$ cat config.mk
export PLATFORM = sky130hd
export DESIGN_NAME = gap_out_buf
export DESIGN_NICKNAME = d
export VERILOG_FILES = /design/src/gap_out_buf.sv
export SDC_FILE = /design/constraint.sdc
export NUM_CORES = 1
export LEC_CHECK = 0
export BUFFER_PORTS_ARGS = -buffer_cell sky130_fd_sc_hd__clkbuf_2
export CAP_MARGIN = 20
export CORE_UTILIZATION = 32
export DETAILED_ROUTE_END_ITERATION = 8
export GPL_TIMING_DRIVEN = 0
export PLACE_DENSITY = 0.5
export SLEW_MARGIN = 5
export SYNTH_ARGS = -nofsm -noshare
export SYNTH_HDL_FRONTEND = slang
export SYNTH_SLANG_ARGS = --single-unit
$ cat constraint.sdc
create_clock -name clk -period 3.7 [get_ports clk]
set_input_delay 0.37 -clock clk [delete_from_list [all_inputs] [get_ports clk]]
set_output_delay 0.37 -clock clk [all_outputs]
set_load 0.05 [all_outputs]
$ cat src/gap_out_buf.sv
// Two-entry output buffer: a result register plus a skid entry.
// Generic payload vector; no package dependency.
module gap_out_buf #(
	parameter int DATA_W = 27
) (
	input  logic              clk,
	input  logic              arst_n,
	input  logic              push,
	input  logic [DATA_W-1:0] push_data,
	output logic              full,
	output logic              out_valid,
	input  logic              out_stall,
	output logic [DATA_W-1:0] out_data
);

	logic [1:0]        cnt_q;
	logic [DATA_W-1:0] head_q;
	logic [DATA_W-1:0] skid_q;
	logic              pop;

	assign out_valid = (cnt_q != 2'd0);
	assign full      = (cnt_q == 2'd2);
	assign pop       = out_valid && !out_stall;
	assign out_data  = head_q;

	always_ff @(posedge clk or negedge arst_n) begin
		if (!arst_n) begin
			cnt_q <= 2'd0;
		end else if (push && !pop) begin
			cnt_q <= cnt_q + 2'd1;
		end else if (pop && !push) begin
			cnt_q <= cnt_q - 2'd1;
		end
	end

	always_ff @(posedge clk) begin
		if (push && !pop) begin
			if (cnt_q == 2'd0) begin
				head_q <= push_data;
			end else begin
				skid_q <= push_data;
			end
		end else if (pop && !push) begin
			head_q <= skid_q;
		end else if (pop && push) begin
			// push only happens below two entries, so the head is the one leaving
			head_q <= push_data;
		end
	end

endmodule

## Yosys cells after proc, flatten, opt, wreduce, memory -nomap -nowiden

Cells that the tools add are included.

- Register bits: 56
- Output and inout port bits: 29
- Input bits: 31

- Multiplexer cells: 6
- Equal/unequal tests: 2
- Reductions and logical operators: 13
- Add/sub/neg operators: 2
- Bitwise logic cells: 1

Operators with widths:

| operator | number |
|---|---|
| $mux 27 | 4 |
| $logic_and 1x1->1 | 4 |
| $mux 2 | 2 |
| $reduce_and 2->1 | 2 |
| $reduce_bool 2->1 | 2 |
| $logic_not 1->1 | 3 |
| $reduce_bool 3->1 | 1 |
| $add 2x1->2 const B | 1 |
| $eq 2x2->1 const B | 1 |
| $logic_not 2->1 | 1 |
| $ne 2x1->1 const B | 1 |
| $sub 2x1->2 const B | 1 |
| $not 1->1 | 1 |

## Logic depth before layout (Yosys ltp)

Gate-level depths: netlist of the first run.

- Depth in word-level cells: 6
- Mapped depth: 9

## Least setup slack after synthesis of the first run

No wires, ideal clock.

- Kind: register to register
- Start: register cnt_q[0]
- End: register head_q[0], in the netlist out_data[0], enable pin
- Buffers on the path: 1
- Data required time: 3.280 ns
- Data arrival time: 2.459 ns
- Setup slack: 0.821 ns
- Cell stages (with the launch flop): 5
- Path through: dfrtp_1 -> or2_1 -> clkbuf_1 -> nor2_1 -> a21oi_1

- Cells in the longest elaborated chain, start to end: 6
- Elaborated cells between the ends (all ways): 10
- Those cells by class: eq/ne: 1; reduce/logical: 9

RTL lines:

| item | RTL line | text |
|---|---|---|
| from (decl) | 16 | `logic [1:0] cnt_q;` |
| from (signal assigned) | 30 | `cnt_q <= cnt_q + 2'd1;` |
| from (signal assigned) | 32 | `cnt_q <= cnt_q - 2'd1;` |
| $reduce_bool 2->1 (*) | 21 | `assign out_valid = (cnt_q != 2'd0);` |
| net out_valid | 11 | `output logic out_valid,` |
| $logic_and 1x1->1 (*) | 23 | `assign pop = out_valid && !out_stall;` |
| $logic_not 1->1 | 37 | `if (push && !pop) begin` |
| $logic_and 1x1->1 | 37 |  |
| $ne 2x1->1 (no source line) or $reduce_bool 3->1 (tied branches) | n/a |  |
| $reduce_and 2->1 (no source line) (*) | n/a |  |
| to (signal assigned) | 39 | `head_q <= push_data;` |
| to (signal assigned) | 44 | `head_q <= skid_q;` |
| to (signal assigned) | 47 | `head_q <= push_data;` |
| to (decl) | 17 | `logic [DATA_W-1:0] head_q;` |

Mark *: on every way through the listed nets, which the timed path passes. The rest lies on a longest branch.
A chain may end at the register's enable or synchronous reset.

## Worst setup path in the final report of the first run

- Start: register cnt_q[0]
- End: register skid_q[17], enable pin

- Cells in the longest elaborated chain, start to end: 5
- Elaborated cells between the ends (all ways): 7
- Those cells by class: bitwise: 1; reduce/logical: 6

RTL lines:

| item | RTL line | text |
|---|---|---|
| $reduce_bool 2->1 | 21 |  |
| $logic_and 1x1->1 | 23 |  |
| $logic_not 1->1 | 37 |  |
| $logic_and 1x1->1 | 37 |  |
| $reduce_and 2->1 (no source line) (*) | n/a |  |
| to (signal assigned) | 41 | `skid_q <= push_data;` |
| to (decl) | 18 | `logic [DATA_W-1:0] skid_q;` |

Mark *: on every way between the ends. The rest lies on a longest branch, timed or not.

==> reports/summary.txt, run 1 <==
OUTCOME
----------------------------------------------------------------------------------
Run status                                                            complete, no violations

CRITICAL PATH
----------------------------------------------------------------------------------
Kind of cell adding the most delay to the critical path               simple AND/OR/NAND/NOR gates
Crit-path max cell delay                                                   0.58 ns
Category of the critical setup timing path                              reg -> reg
Maximum net fanout on the critical path                                         16
Cell at the slowest stage of the critical path                        sky130_fd_sc_hd__and2_1
Critical path startpoint                                              cnt_q[0]$_DFFE_PN0P_
Worst path bufs/invs                                                             2
List of cells traversed by the critical path                          or2_1 -> clkbuf_1 -> nand2b_1 -> ha_1 -> and2_1 -> buf_16
Kind of start point of the critical path                                      flop
Crit end category                                                             flop
Worst endpoint required time                                               3.71 ns
Data arrival, critical path                                                2.28 ns
Reg-to-reg critical path startpoint                                   cnt_q[0]$_DFFE_PN0P_

GLOBAL ROUTE
----------------------------------------------------------------------------------
Global-route met3 utilization                                               0.0379
GR Layer Usage met2                                                          0.194
Total congestion overflow after global routing                                   0
Initial antenna violation count                                                  0
Number of global-route vias before repair                                    1,181
Wire length of the first global-routing pass                               5.96 mm
Aggregate global-route resource usage                                        0.110
Layer with the highest usage                                                  met2
Largest net degree at the start of global routing                               24
Routing usage on met1                                                        0.123

STA
----------------------------------------------------------------------------------
Final hold violations                                                            0
Final Cycle Share                                                            0.611
Fin. max-slew vios                                                               0
Final count of negative-setup-slack endpoints                                    0
Final worst-path setup slack                                               1.44 ns
Setup repair after global routing missed its margin                             no
Minimum clock period                                                       2.26 ns
Worst setup skew after layout                                           0.00420 ns
Sum of negative setup slack                                                   0 ns
Slew @ Worst Pin                                                          0.659 ns
Max Freq                                                                   442 MHz
Max-slew headroom                                                            0.561
Worst hold slack after final layout                                       0.257 ns

DIE
----------------------------------------------------------------------------------
Boundary pin count                                                              60
Rows                                                                            29
Die X-Extent                                                               85.1 um
Vertical die dimension                                                     85.1 um
Placeable core region                                                     6490 um2
Die footprint                                                             7240 um2
Initial cell density of the core                                             0.340

CLOCKING
----------------------------------------------------------------------------------
Count of buffers added by post-CTS timing repair for setup                       0
Number of clock sinks                                                           56
Deepest level of the CTS H-tree                                                  2
Count of hold-fix buffers inserted at cts                                        1
Number of resized instances in the post-cts repair step                          0
Clock tree from TritonCTS                                                    built
Clock root buffer                                                     sky130_fd_sc_hd__clkbuf_8
CTS Buf Count                                                                    5
Worst skew pair latency                                                    0.30 ns
CTS clk-pin slew, worst paths                                              0.09 ns
Max clock buf depth                                                              2

SYNTHESIS
----------------------------------------------------------------------------------
Number of nets in the synthesized netlist                                      135
Unique masters post-synth                                                       17
Yosys reg bits                                                                  56
Yosys warns                                                                      0
Post-Syn Instances                                                             102
Average size of a mapped cell                                             21.7 um2
Area of the mapped netlist                                                2210 um2
Sequential element share of the synthesized area                             0.757

CELLS AND AREA
----------------------------------------------------------------------------------
Area of combinational cells with multiple inputs                           485 um2
Layout overhead on the synthesized area                                      24.7%
Number of antenna cells inserted                                                 0
Net count reported at finish                                                   204
Post-Route Utilization                                                       0.424
Count of non-filler cells in the finished layout                               248
Filler cell count in the final layout                                          586
Fraction of layout instances using a drive strength above 1                  0.573
Sequential cell area                                                      1670 um2
Final instance area                                                       2750 um2

WORST HOLD PATH
----------------------------------------------------------------------------------
Min-Delay Path Class                                                     in -> reg
Hold Startpoint                                                       push_data[0]

ROUTE
----------------------------------------------------------------------------------
Final Routed Wirelength                                                    3.61 mm
Routed length per instance                                                 14.6 um
Remaining number of nets flagged by the antenna check after routing              0
Number of remaining DRC errors                                                   0
Number of optimization iterations in the first detailed-route pass               4
DRT iter0 DRCs                                                                  62
Via density                                                                   4.38
Via Count                                                                    1,087

POWER
----------------------------------------------------------------------------------
Pwr per Cell Area                                                       748 nW/um2
Post-route total power                                                     2.06 mW
Leak                                                                       1.11 nW
Worst-case vdd ir drop                                                      353 uV

PLACEMENT
----------------------------------------------------------------------------------
Setup slack at placement                                                   1.41 ns
DP Area                                                                   2670 um2
Number of input and output port buffers inserted                                59
Final weighted congestion in routability-driven placement                    0.643
Placed instance count                                                          240
HPWL after DPL                                                             2.58 mm

FLOW RUN
----------------------------------------------------------------------------------
MaxCap Viol Count                                                                0

==> sequential cells by signal, indices dropped and copies added (netlist names) <==
signal,cells
out_data,27
skid_q,27
cnt_q,2
==> placed cells by master (no fill, tap or decap), drive strengths merged <==
master / instances
clkbuf: 66
edfxtp: 54
mux2: 27
buf: 5
inv: 2
nor2b: 2
nor2: 2
xor2: 2
ha: 2
dfrtp: 2
or2: 1
nand2b: 1
a21oi: 1
and2: 1
xnor2: 1
clkinv: 1
dlygate4sd3: 1
==> cell families (layout without fill, tap and decap cells) <==
family,count (synthesis),after routing,share of synthesized area
buf+inv,6,75,0.0283
simple gates,7,7,0.0176
fa+ha+maj,2,2,0.0113
mux,27,27,0.172
xor+xnor,3,3,0.0119
flops,56,56,0.757
compound gates,1,1,0.00226
==> routing by layer <==
layer / vias up / part of all wire
met3: 4 / 0.060
met1: 524 / 0.40
met2: 37 / 0.53
li1: 522 / -
met4: 0 / 0.012
met5: - / 0
==> cells in the mapped netlist <==
master,number,share of area
sky130_fd_sc_hd__a21oi_1,1,0.0023
sky130_fd_sc_hd__and2_1,1,0.0028
sky130_fd_sc_hd__buf_12,2,0.018
sky130_fd_sc_hd__buf_6,1,0.0051
sky130_fd_sc_hd__clkbuf_1,1,0.0017
sky130_fd_sc_hd__dfrtp_1,2,0.023
sky130_fd_sc_hd__edfxtp_1,54,0.73
sky130_fd_sc_hd__ha_1,2,0.011
sky130_fd_sc_hd__inv_1,2,0.0034
sky130_fd_sc_hd__mux2_2,7,0.036
sky130_fd_sc_hd__mux2_4,20,0.14
sky130_fd_sc_hd__nand2b_1,1,0.0028
sky130_fd_sc_hd__nor2_1,2,0.0034
sky130_fd_sc_hd__nor2b_1,2,0.0057
sky130_fd_sc_hd__or2_1,1,0.0028
sky130_fd_sc_hd__xnor2_1,1,0.0040
sky130_fd_sc_hd__xor2_1,2,0.0079
==> worst paths after layout <==
kind / end / slack, ns / depth (start not counted)
setup / recovery: skid_q[17]$_DFFE_PP_ / 1.44 / 6
hold / removal: skid_q[0]$_DFFE_PP_ / 0.26 / 1
setup reg to reg: skid_q[17]$_DFFE_PP_ / 1.44 / 6
hold reg to reg: cnt_q[1]$_DFFE_PN0P_ / 0.49 / 1
max in group asynchronous: cnt_q[0]$_DFFE_PN0P_ / 3.22 / 2
min in group asynchronous: cnt_q[1]$_DFFE_PN0P_ / 0.38 / 2
==> final cells by class <==
type                    instances  area share
multi-input cells              40       0.176
well taps                      77      0.0350
plain buffers                   4      0.0200
clock buffers                   6      0.0264
inverters                       2     0.00273
flip-flops and latches         56       0.607
repair buffers                 62       0.131
clock inverters                 1     0.00182
==> report_power, final <==
group	switching, mW	total (mW)	internal, mW	leakage (nW)
registers	0.0474	0.955	0.907	0.542
logic	0.567	0.796	0.229	0.526
clock network	0.180	0.310	0.129	0.0410
total	0.795	2.06	1.27	1.11
==> worst reg2reg max path, cell delays in order, from the launching register on <==
cell                       delay [ns]
sky130_fd_sc_hd__dfrtp_1         0.43
sky130_fd_sc_hd__or2_1           0.22
sky130_fd_sc_hd__clkbuf_1        0.17
sky130_fd_sc_hd__nand2b_1        0.14
sky130_fd_sc_hd__ha_1            0.21
sky130_fd_sc_hd__and2_1          0.58
sky130_fd_sc_hd__buf_16          0.23
Note: power is estimated with default switching activity, not from simulation.
==> inputs of run 2 (changes only) <==
PLACE_DENSITY = 0.52   (was 0.5)
clock period = 2 ns   (was 3.7 ns; I/O delays follow)
==> reports/summary.txt, run 2 (same netlist as run 1, synthesis figures left out) <==
CLOCKING
-------------------------------------------------------------------------------------
Worst skew pair latency                                                       0.30 ns   about the same
CTS Buf Count                                                                       5   unchanged
Max clock buf depth                                                                 2   unchanged
Number of clock sinks                                                              56   unchanged
Deepest level of the CTS H-tree                                                     2   unchanged
Clock root buffer                                                        sky130_fd_sc_hd__clkbuf_8
CTS clk-pin slew, worst paths                                                 0.10 ns   about the same
Clock tree from TritonCTS                                                       built

DIE
-------------------------------------------------------------------------------------
Boundary pin count                                                                 60   unchanged
Die footprint                                                                7240 um2   unchanged
Placeable core region                                                        6490 um2   unchanged
Vertical die dimension                                                        85.1 um   unchanged
Initial cell density of the core                                                0.340   unchanged
Rows                                                                               29   unchanged
Die X-Extent                                                                  85.1 um   unchanged

POWER
-------------------------------------------------------------------------------------
Switching share of total power                                                  0.384   -0.00174
Clock Power Share                                                               0.156   +0.006
Logic pwr share                                                                 0.402   +0.016
Pwr per Cell Area                                                         1390 nW/um2   +86%
Proportion of power drawn by flip-flops and latches                             0.442   -0.021
Switching Power                                                               1.53 mW   +92%
Worst-case vdd ir drop                                                         865 uV   +150%
Leak                                                                          1.15 nW   +3.5%
Internal Dissipation                                                          2.45 mW   +93%

WORST HOLD PATH
-------------------------------------------------------------------------------------
Endpoint of the worst hold-timing path                                   skid_q[4]$_DFFE_PP_
Min-Delay Path Class                                                        in -> reg
Hold Startpoint                                                          push_data[4]
Hold path cells                                                                     1   unchanged

CRITICAL PATH
-------------------------------------------------------------------------------------
Worst path bufs/invs                                                                4   +2
Kind of cell adding the most delay to the critical path                  buffers and inverters
Category of the critical setup timing path                                 reg -> reg
Maximum net fanout on the critical path                                            10   -6
Kind of start point of the critical path                                         flop
Number of cell instances on the worst register-to-register path                     9   +3
List of cells traversed by the critical path                             or2_1 -> buf_8 -> nand2b_4 -> inv_2 -> ha_4 -> nor2b_4 -> buf_12 -> buf_12 -> mux2_4
Library cell appearing most often on the critical path                   sky130_fd_sc_hd__buf_12
Data arrival, critical path                                                   2.02 ns   -0.26 ns
Crit end category                                                                flop
Reg-to-reg setup timing slack                                                 0.04 ns   -1.39 ns
Worst endpoint required time                                                  2.06 ns   -1.65 ns
Endpoint of the worst register-to-register path                          out_data[9]$_DFFE_PP_
Cell at the slowest stage of the critical path                           sky130_fd_sc_hd__dfrtp_1
Reg-to-reg critical path startpoint                                      cnt_q[0]$_DFFE_PN0P_
Crit-path max cell delay                                                      0.39 ns   -0.19 ns

ROUTE
-------------------------------------------------------------------------------------
Number of optimization iterations in the first detailed-route pass                  4   unchanged
Final Routed Wirelength                                                       3.51 mm   -2.8%
Routed length per instance                                                    13.8 um   -5.1%
Number of remaining DRC errors                                                      0   unchanged
DRT iter0 DRCs                                                                     21   -66%
Remaining number of nets flagged by the antenna check after routing                 0   unchanged
Via density                                                                      4.38   about the same
Via Count                                                                       1,113   +2.4%

STA
-------------------------------------------------------------------------------------
Sum of negative setup slack                                                      0 ns   unchanged
Fin. max-slew vios                                                                  0   unchanged
Final Cycle Share                                                               0.978   +0.366
Final hold violations                                                               0   unchanged
Max-slew headroom                                                               0.636   +0.0747
Worst hold slack after final layout                                         0.0775 ns   -0.180 ns
Slew @ Worst Pin                                                             0.545 ns   -0.113 ns
Max Freq                                                                      511 MHz   +16%
Minimum clock period                                                          1.96 ns   -0.306 ns
Worst setup skew after layout                                              0.00596 ns   +0.00176 ns
Final count of negative-setup-slack endpoints                                       0   unchanged
Final worst-path setup slack                                                0.0446 ns   -1.39 ns

PLACEMENT
-------------------------------------------------------------------------------------
Placed instance count                                                             239   -0.42%
Final weighted congestion in routability-driven placement                       0.667   +3.7%
Setup slack at placement                                                    -0.139 ns   -1.55 ns
HPWL after DPL                                                                2.44 mm   -5.6%
Number of input and output port buffers inserted                                   59   unchanged

OUTCOME
-------------------------------------------------------------------------------------
Run status                                                               complete, no violations

GLOBAL ROUTE
-------------------------------------------------------------------------------------
Layer with the highest usage                                                     met2
Global-route met3 utilization                                                  0.0360   -0.00195
Largest net degree at the start of global routing                                  28   +17%
Routing usage on met1                                                           0.129   +0.00596
Aggregate global-route resource usage                                           0.107   -0.00309
Wire length of the first global-routing pass                                  5.80 mm   -2.7%
Number of global-route vias before repair                                       1,173   -0.68%
GR Layer Usage met2                                                             0.180   -0.0139
Total congestion overflow after global routing                                      0   unchanged
Initial antenna violation count                                                     0   unchanged

CELLS AND AREA
-------------------------------------------------------------------------------------
Net count reported at finish                                                      209   +2.5%
Count of non-filler cells in the finished layout                                  254   +2.4%
Most frequent standard cell in the layout excluding fill and tap cells   sky130_fd_sc_hd__clkbuf_2
Top library cells by usage in the layout, fill and taps aside            sky130_fd_sc_hd__clkbuf_2 (59), sky130_fd_sc_hd__edfxtp_1 (54), sky130_fd_sc_hd__mux2_4 (20), sky130_fd_sc_hd__mux2_2 (7)
Number of antenna cells inserted                                                    0   unchanged
Layout overhead on the synthesized area                                         29.0%
Post-Route Utilization                                                          0.439   +0.0146
Fraction of layout instances using a drive strength above 1                     0.633   +0.0597
Filler cell count in the final layout                                             575   -1.9%

FLOW RUN
-------------------------------------------------------------------------------------
MaxCap Viol Count                                                                   0   unchanged

[run 2: cell count changes in the layout (fill, tap and decap cells not counted), moves of 2 or more]
cell	delta
sky130_fd_sc_hd__buf_12	+3
sky130_fd_sc_hd__buf_16	-2
sky130_fd_sc_hd__buf_4	+4
sky130_fd_sc_hd__buf_8	+2
sky130_fd_sc_hd__clkbuf_1	-2
sky130_fd_sc_hd__ha_1	-2
[run 2: worst max path at each step]
| stage | start | depth (start not counted) | to | slack, ns |
|---|---|---|---|---|
| after global routing | cnt_q[0]$_DFFE_PN0P_ | 9 | out_data[9]$_DFFE_PP_ | -0.008 |
| after detailed placement | cnt_q[0]$_DFFE_PN0P_ | 5 | skid_q[3]$_DFFE_PP_ | -0.14 |
| after global placement | cnt_q[0]$_DFFE_PN0P_ | 3 | out_data[17]$_DFFE_PP_ | -0.37 |
| after floorplan | cnt_q[0]$_DFFE_PN0P_ | 3 | out_data[0]$_DFFE_PP_ | -0.01 |
| after CTS | cnt_q[1]$_DFFE_PN0P_ | 9 | out_data[9]$_DFFE_PP_ | 0.01 |
| final | cnt_q[0]$_DFFE_PN0P_ | 9 | out_data[9]$_DFFE_PP_ | 0.04 |
[run 2: power groups by stage]
stage                     Sequential (mW)  Combinational (mW)  Clock (mW)
after CTS                            1.76                1.52       0.650
after floorplan                      2.39               0.515           0
final                                1.75                1.60       0.619
after global placement               1.80                1.40           0
after global routing                 1.78                1.69       0.705
after detailed placement             1.80                1.46           0
[run 2: repair_timing]
action,CTS,global route
pin swaps,0,1
endpoints found under the setup margin,47,20
setup buffers,2,5
gates resized for setup,2,2
hold endpoints to repair,2,0
hold buffers,1,0
cloned,0,0
[run 2: layout make-up]
type                    instances  area [um2]  area share
repair buffers                 68         410       0.144
clock inverters                 3        21.3     0.00747
multi-input cells              40         518       0.182
clock buffers                   5        68.8      0.0242
flip-flops and latches         56        1670       0.587
plain buffers                   3        55.1      0.0193
well taps                      77        96.3      0.0338
inverters                       2        7.51     0.00264
[run 2: per-stage QoR]
stage | power [mW] | cell area, um2
3_3_place_gp | 3.20 | 2630
6_report | 3.97 | 2850
2_1_floorplan | 2.90 | 2240
3_5_place_dp | 3.26 | 2660
4_1_cts | 3.93 | 2770
5_1_grt | 4.18 | 2850
[run 2: per-layer routing]
metal  vias to the layer above  routed length [um]
li1                        538                   -
met1                       532                1450
met2                        37                1810
met3                         6                 199
met4                         0                  50
met5                         -                   0
==> inputs of run 3 (changes only) <==
HOLD_SLACK_MARGIN = 0.12   (was unset)
==> reports/summary.txt, run 3 (same netlist as run 1, synthesis figures left out) <==
CLOCKING
-------------------------------------------------------------------------------------
Deepest level of the CTS H-tree                                                     2   unchanged
Max clock buf depth                                                                 2   unchanged
CTS clk-pin slew, worst paths                                                 0.10 ns   about the same
Number of clock sinks                                                              56   unchanged
Clock root buffer                                                        sky130_fd_sc_hd__clkbuf_8
CTS Buf Count                                                                       5   unchanged
Clock tree from TritonCTS                                                       built
Worst skew pair latency                                                       0.31 ns   about the same

DIE
-------------------------------------------------------------------------------------
Die footprint                                                                7240 um2   unchanged
Initial cell density of the core                                                0.340   unchanged
Vertical die dimension                                                        85.1 um   unchanged
Boundary pin count                                                                 60   unchanged
Die X-Extent                                                                  85.1 um   unchanged
Rows                                                                               29   unchanged
Placeable core region                                                        6490 um2   unchanged

WORST HOLD PATH
-------------------------------------------------------------------------------------
Min-Delay Path Class                                                      in -> async

CELLS AND AREA
-------------------------------------------------------------------------------------
Top library cells by usage in the layout, fill and taps aside            sky130_fd_sc_hd__clkbuf_2 (59), sky130_fd_sc_hd__edfxtp_1 (54), sky130_fd_sc_hd__dlygate4sd3_1 (28), sky130_fd_sc_hd__mux2_4 (20), sky130_fd_sc_hd__mux2_2 (7)
Sequential cell area                                                         1670 um2   unchanged
Net count reported at finish                                                      236   +13%
Filler cell count in the final layout                                             566   -1.6%
Most frequent standard cell in the layout excluding fill and tap cells   sky130_fd_sc_hd__clkbuf_2
Area of combinational cells with multiple inputs                              518 um2   unchanged
Number of antenna cells inserted                                                    0   unchanged
Final instance area                                                          3120 um2   +9.5%
Fraction of layout instances using a drive strength above 1                     0.549   -0.0837
Layout overhead on the synthesized area                                         41.2%
Count of non-filler cells in the finished layout                                  281   +11%

OUTCOME
-------------------------------------------------------------------------------------
Run status                                                               complete, no violations

ROUTE
-------------------------------------------------------------------------------------
DRT iter0 DRCs                                                                     21   unchanged
Routed length per instance                                                    13.1 um   -4.9%
Number of optimization iterations in the first detailed-route pass                  3   -1
Final Routed Wirelength                                                       3.69 mm   +5.2%
Remaining number of nets flagged by the antenna check after routing                 0   unchanged
Number of remaining DRC errors                                                      0   unchanged
Via Count                                                                       1,213   +9.0%
Via density                                                                      4.32   -1.5%

PLACEMENT
-------------------------------------------------------------------------------------
Setup slack at placement                                                    -0.139 ns   unchanged
DP Area                                                                      2660 um2   unchanged
Final weighted congestion in routability-driven placement                       0.667   unchanged
HPWL after DPL                                                                2.44 mm   unchanged
Number of input and output port buffers inserted                                   59   unchanged
Placed instance count                                                             239   unchanged

CRITICAL PATH
-------------------------------------------------------------------------------------
Worst path bufs/invs                                                                4   unchanged
Category of the critical setup timing path                                 reg -> reg
Worst endpoint required time                                                  2.06 ns   about the same
Crit end category                                                                flop
List of cells traversed by the critical path                             or2_1 -> buf_8 -> nand2b_4 -> inv_2 -> ha_4 -> nor2b_4 -> buf_12 -> buf_12 -> mux2_4
Reg-to-reg setup timing slack                                                 0.05 ns   about the same
Cell at the slowest stage of the critical path                           sky130_fd_sc_hd__dfrtp_1
Kind of cell adding the most delay to the critical path                  buffers and inverters
Crit-path max cell delay                                                      0.38 ns   about the same
Maximum net fanout on the critical path                                            10   unchanged
Kind of start point of the critical path                                         flop
Data arrival, critical path                                                   2.02 ns   about the same
Library cell appearing most often on the critical path                   sky130_fd_sc_hd__buf_12

STA
-------------------------------------------------------------------------------------
Final count of negative-setup-slack endpoints                                       0   unchanged
Worst setup skew after layout                                              0.00608 ns   +0.000122 ns
Final Cycle Share                                                               0.977   about the same
Slew @ Worst Pin                                                             0.552 ns   +0.00691 ns
Final hold violations                                                               0   unchanged
Fin. max-slew vios                                                                  0   unchanged
Max-slew headroom                                                               0.631   -0.00462
Minimum clock period                                                          1.95 ns   -0.000902 ns
Max Freq                                                                      512 MHz   about the same
Final worst-path setup slack                                                0.0455 ns   +0.000902 ns
Sum of negative setup slack                                                      0 ns   unchanged

GLOBAL ROUTE
-------------------------------------------------------------------------------------
Wire length of the first global-routing pass                                  5.99 mm   +3.2%
Initial antenna violation count                                                     0   unchanged
Largest net degree at the start of global routing                                  28   unchanged
Aggregate global-route resource usage                                           0.110   +0.00297
Number of global-route vias before repair                                       1,240   +5.7%
Total congestion overflow after global routing                                      0   unchanged

POWER
-------------------------------------------------------------------------------------
Post-route total power                                                        4.01 mW   +1.1%
Worst-case vdd ir drop                                                         867 uV   +0.24%
Pwr per Cell Area                                                         1290 nW/um2   -7.7%
Leak                                                                          1.26 nW   +9.8%

FLOW RUN
-------------------------------------------------------------------------------------
MaxCap Viol Count                                                                   0   unchanged

run 3: cell types whose count changed in the layout (fill, tap and decap cells not counted), sizes merged:
cell,delta
dlygate4sd3,+27
run 3: stage by stage:
| stage | hold slack [ns] | util |
|---|---|---|
| after global routing | 0.178 | 0.480 |
| after CTS | 0.192 | 0.469 |
| after floorplan | -0.0956 | - |
| after detailed placement | -0.0102 | 0.409 |
| after global placement | -0.0145 | 0.405 |
| final | 0.205 | 0.480 |
run 3: area by class of cell:
cell class / instances / share of cell area
inverters: 2 / 0.00241
multi-input cells: 40 / 0.166
clock buffers: 5 / 0.0221
clock inverters: 3 / 0.00682
repair buffers: 95 / 0.218
flip-flops and latches: 56 / 0.536
well taps: 77 / 0.0309
plain buffers: 3 / 0.0176
run 3: routing by layer:
layer	up-vias	GRT usage	routed length, um	share of wire
met5	-	0	0	0
met4	0	0.0370	50	0.014
met3	6	0.0350	182	0.049
met2	37	0.188	1880	0.51
met1	580	0.131	1580	0.43
li1	590	-	-	-
run 3: worst paths after layout:
path | from | to | cells past startpoint
worst max-delay path | cnt_q[0]$_DFFE_PN0P_ | out_data[7]$_DFFE_PP_ | 9
worst min-delay path | arst_n | cnt_q[1]$_DFFE_PN0P_ | 2
min in group clk | push | cnt_q[0]$_DFFE_PN0P_ | 4
worst min register to register | skid_q[2]$_DFFE_PP_ | out_data[2]$_DFFE_PP_ | 1
max in group asynchronous | arst_n | cnt_q[0]$_DFFE_PN0P_ | 2
worst max register to register | cnt_q[0]$_DFFE_PN0P_ | out_data[7]$_DFFE_PP_ | 9
run 3: what timing repair did:
action,CTS,global route
setup buffers,2,5
hold endpoints to repair,29,0
resized for setup,2,2
hold buffers,28,0
pin swaps,0,1
setup endpoints to repair,47,20
run 3: power breakdown:
group          internal [mW]  switching [mW]  total [mW]  leakage (nW)
Sequential              1.68          0.0759        1.76         0.542
Combinational          0.551            1.09        1.64         0.674
Clock                  0.249           0.369       0.618        0.0445
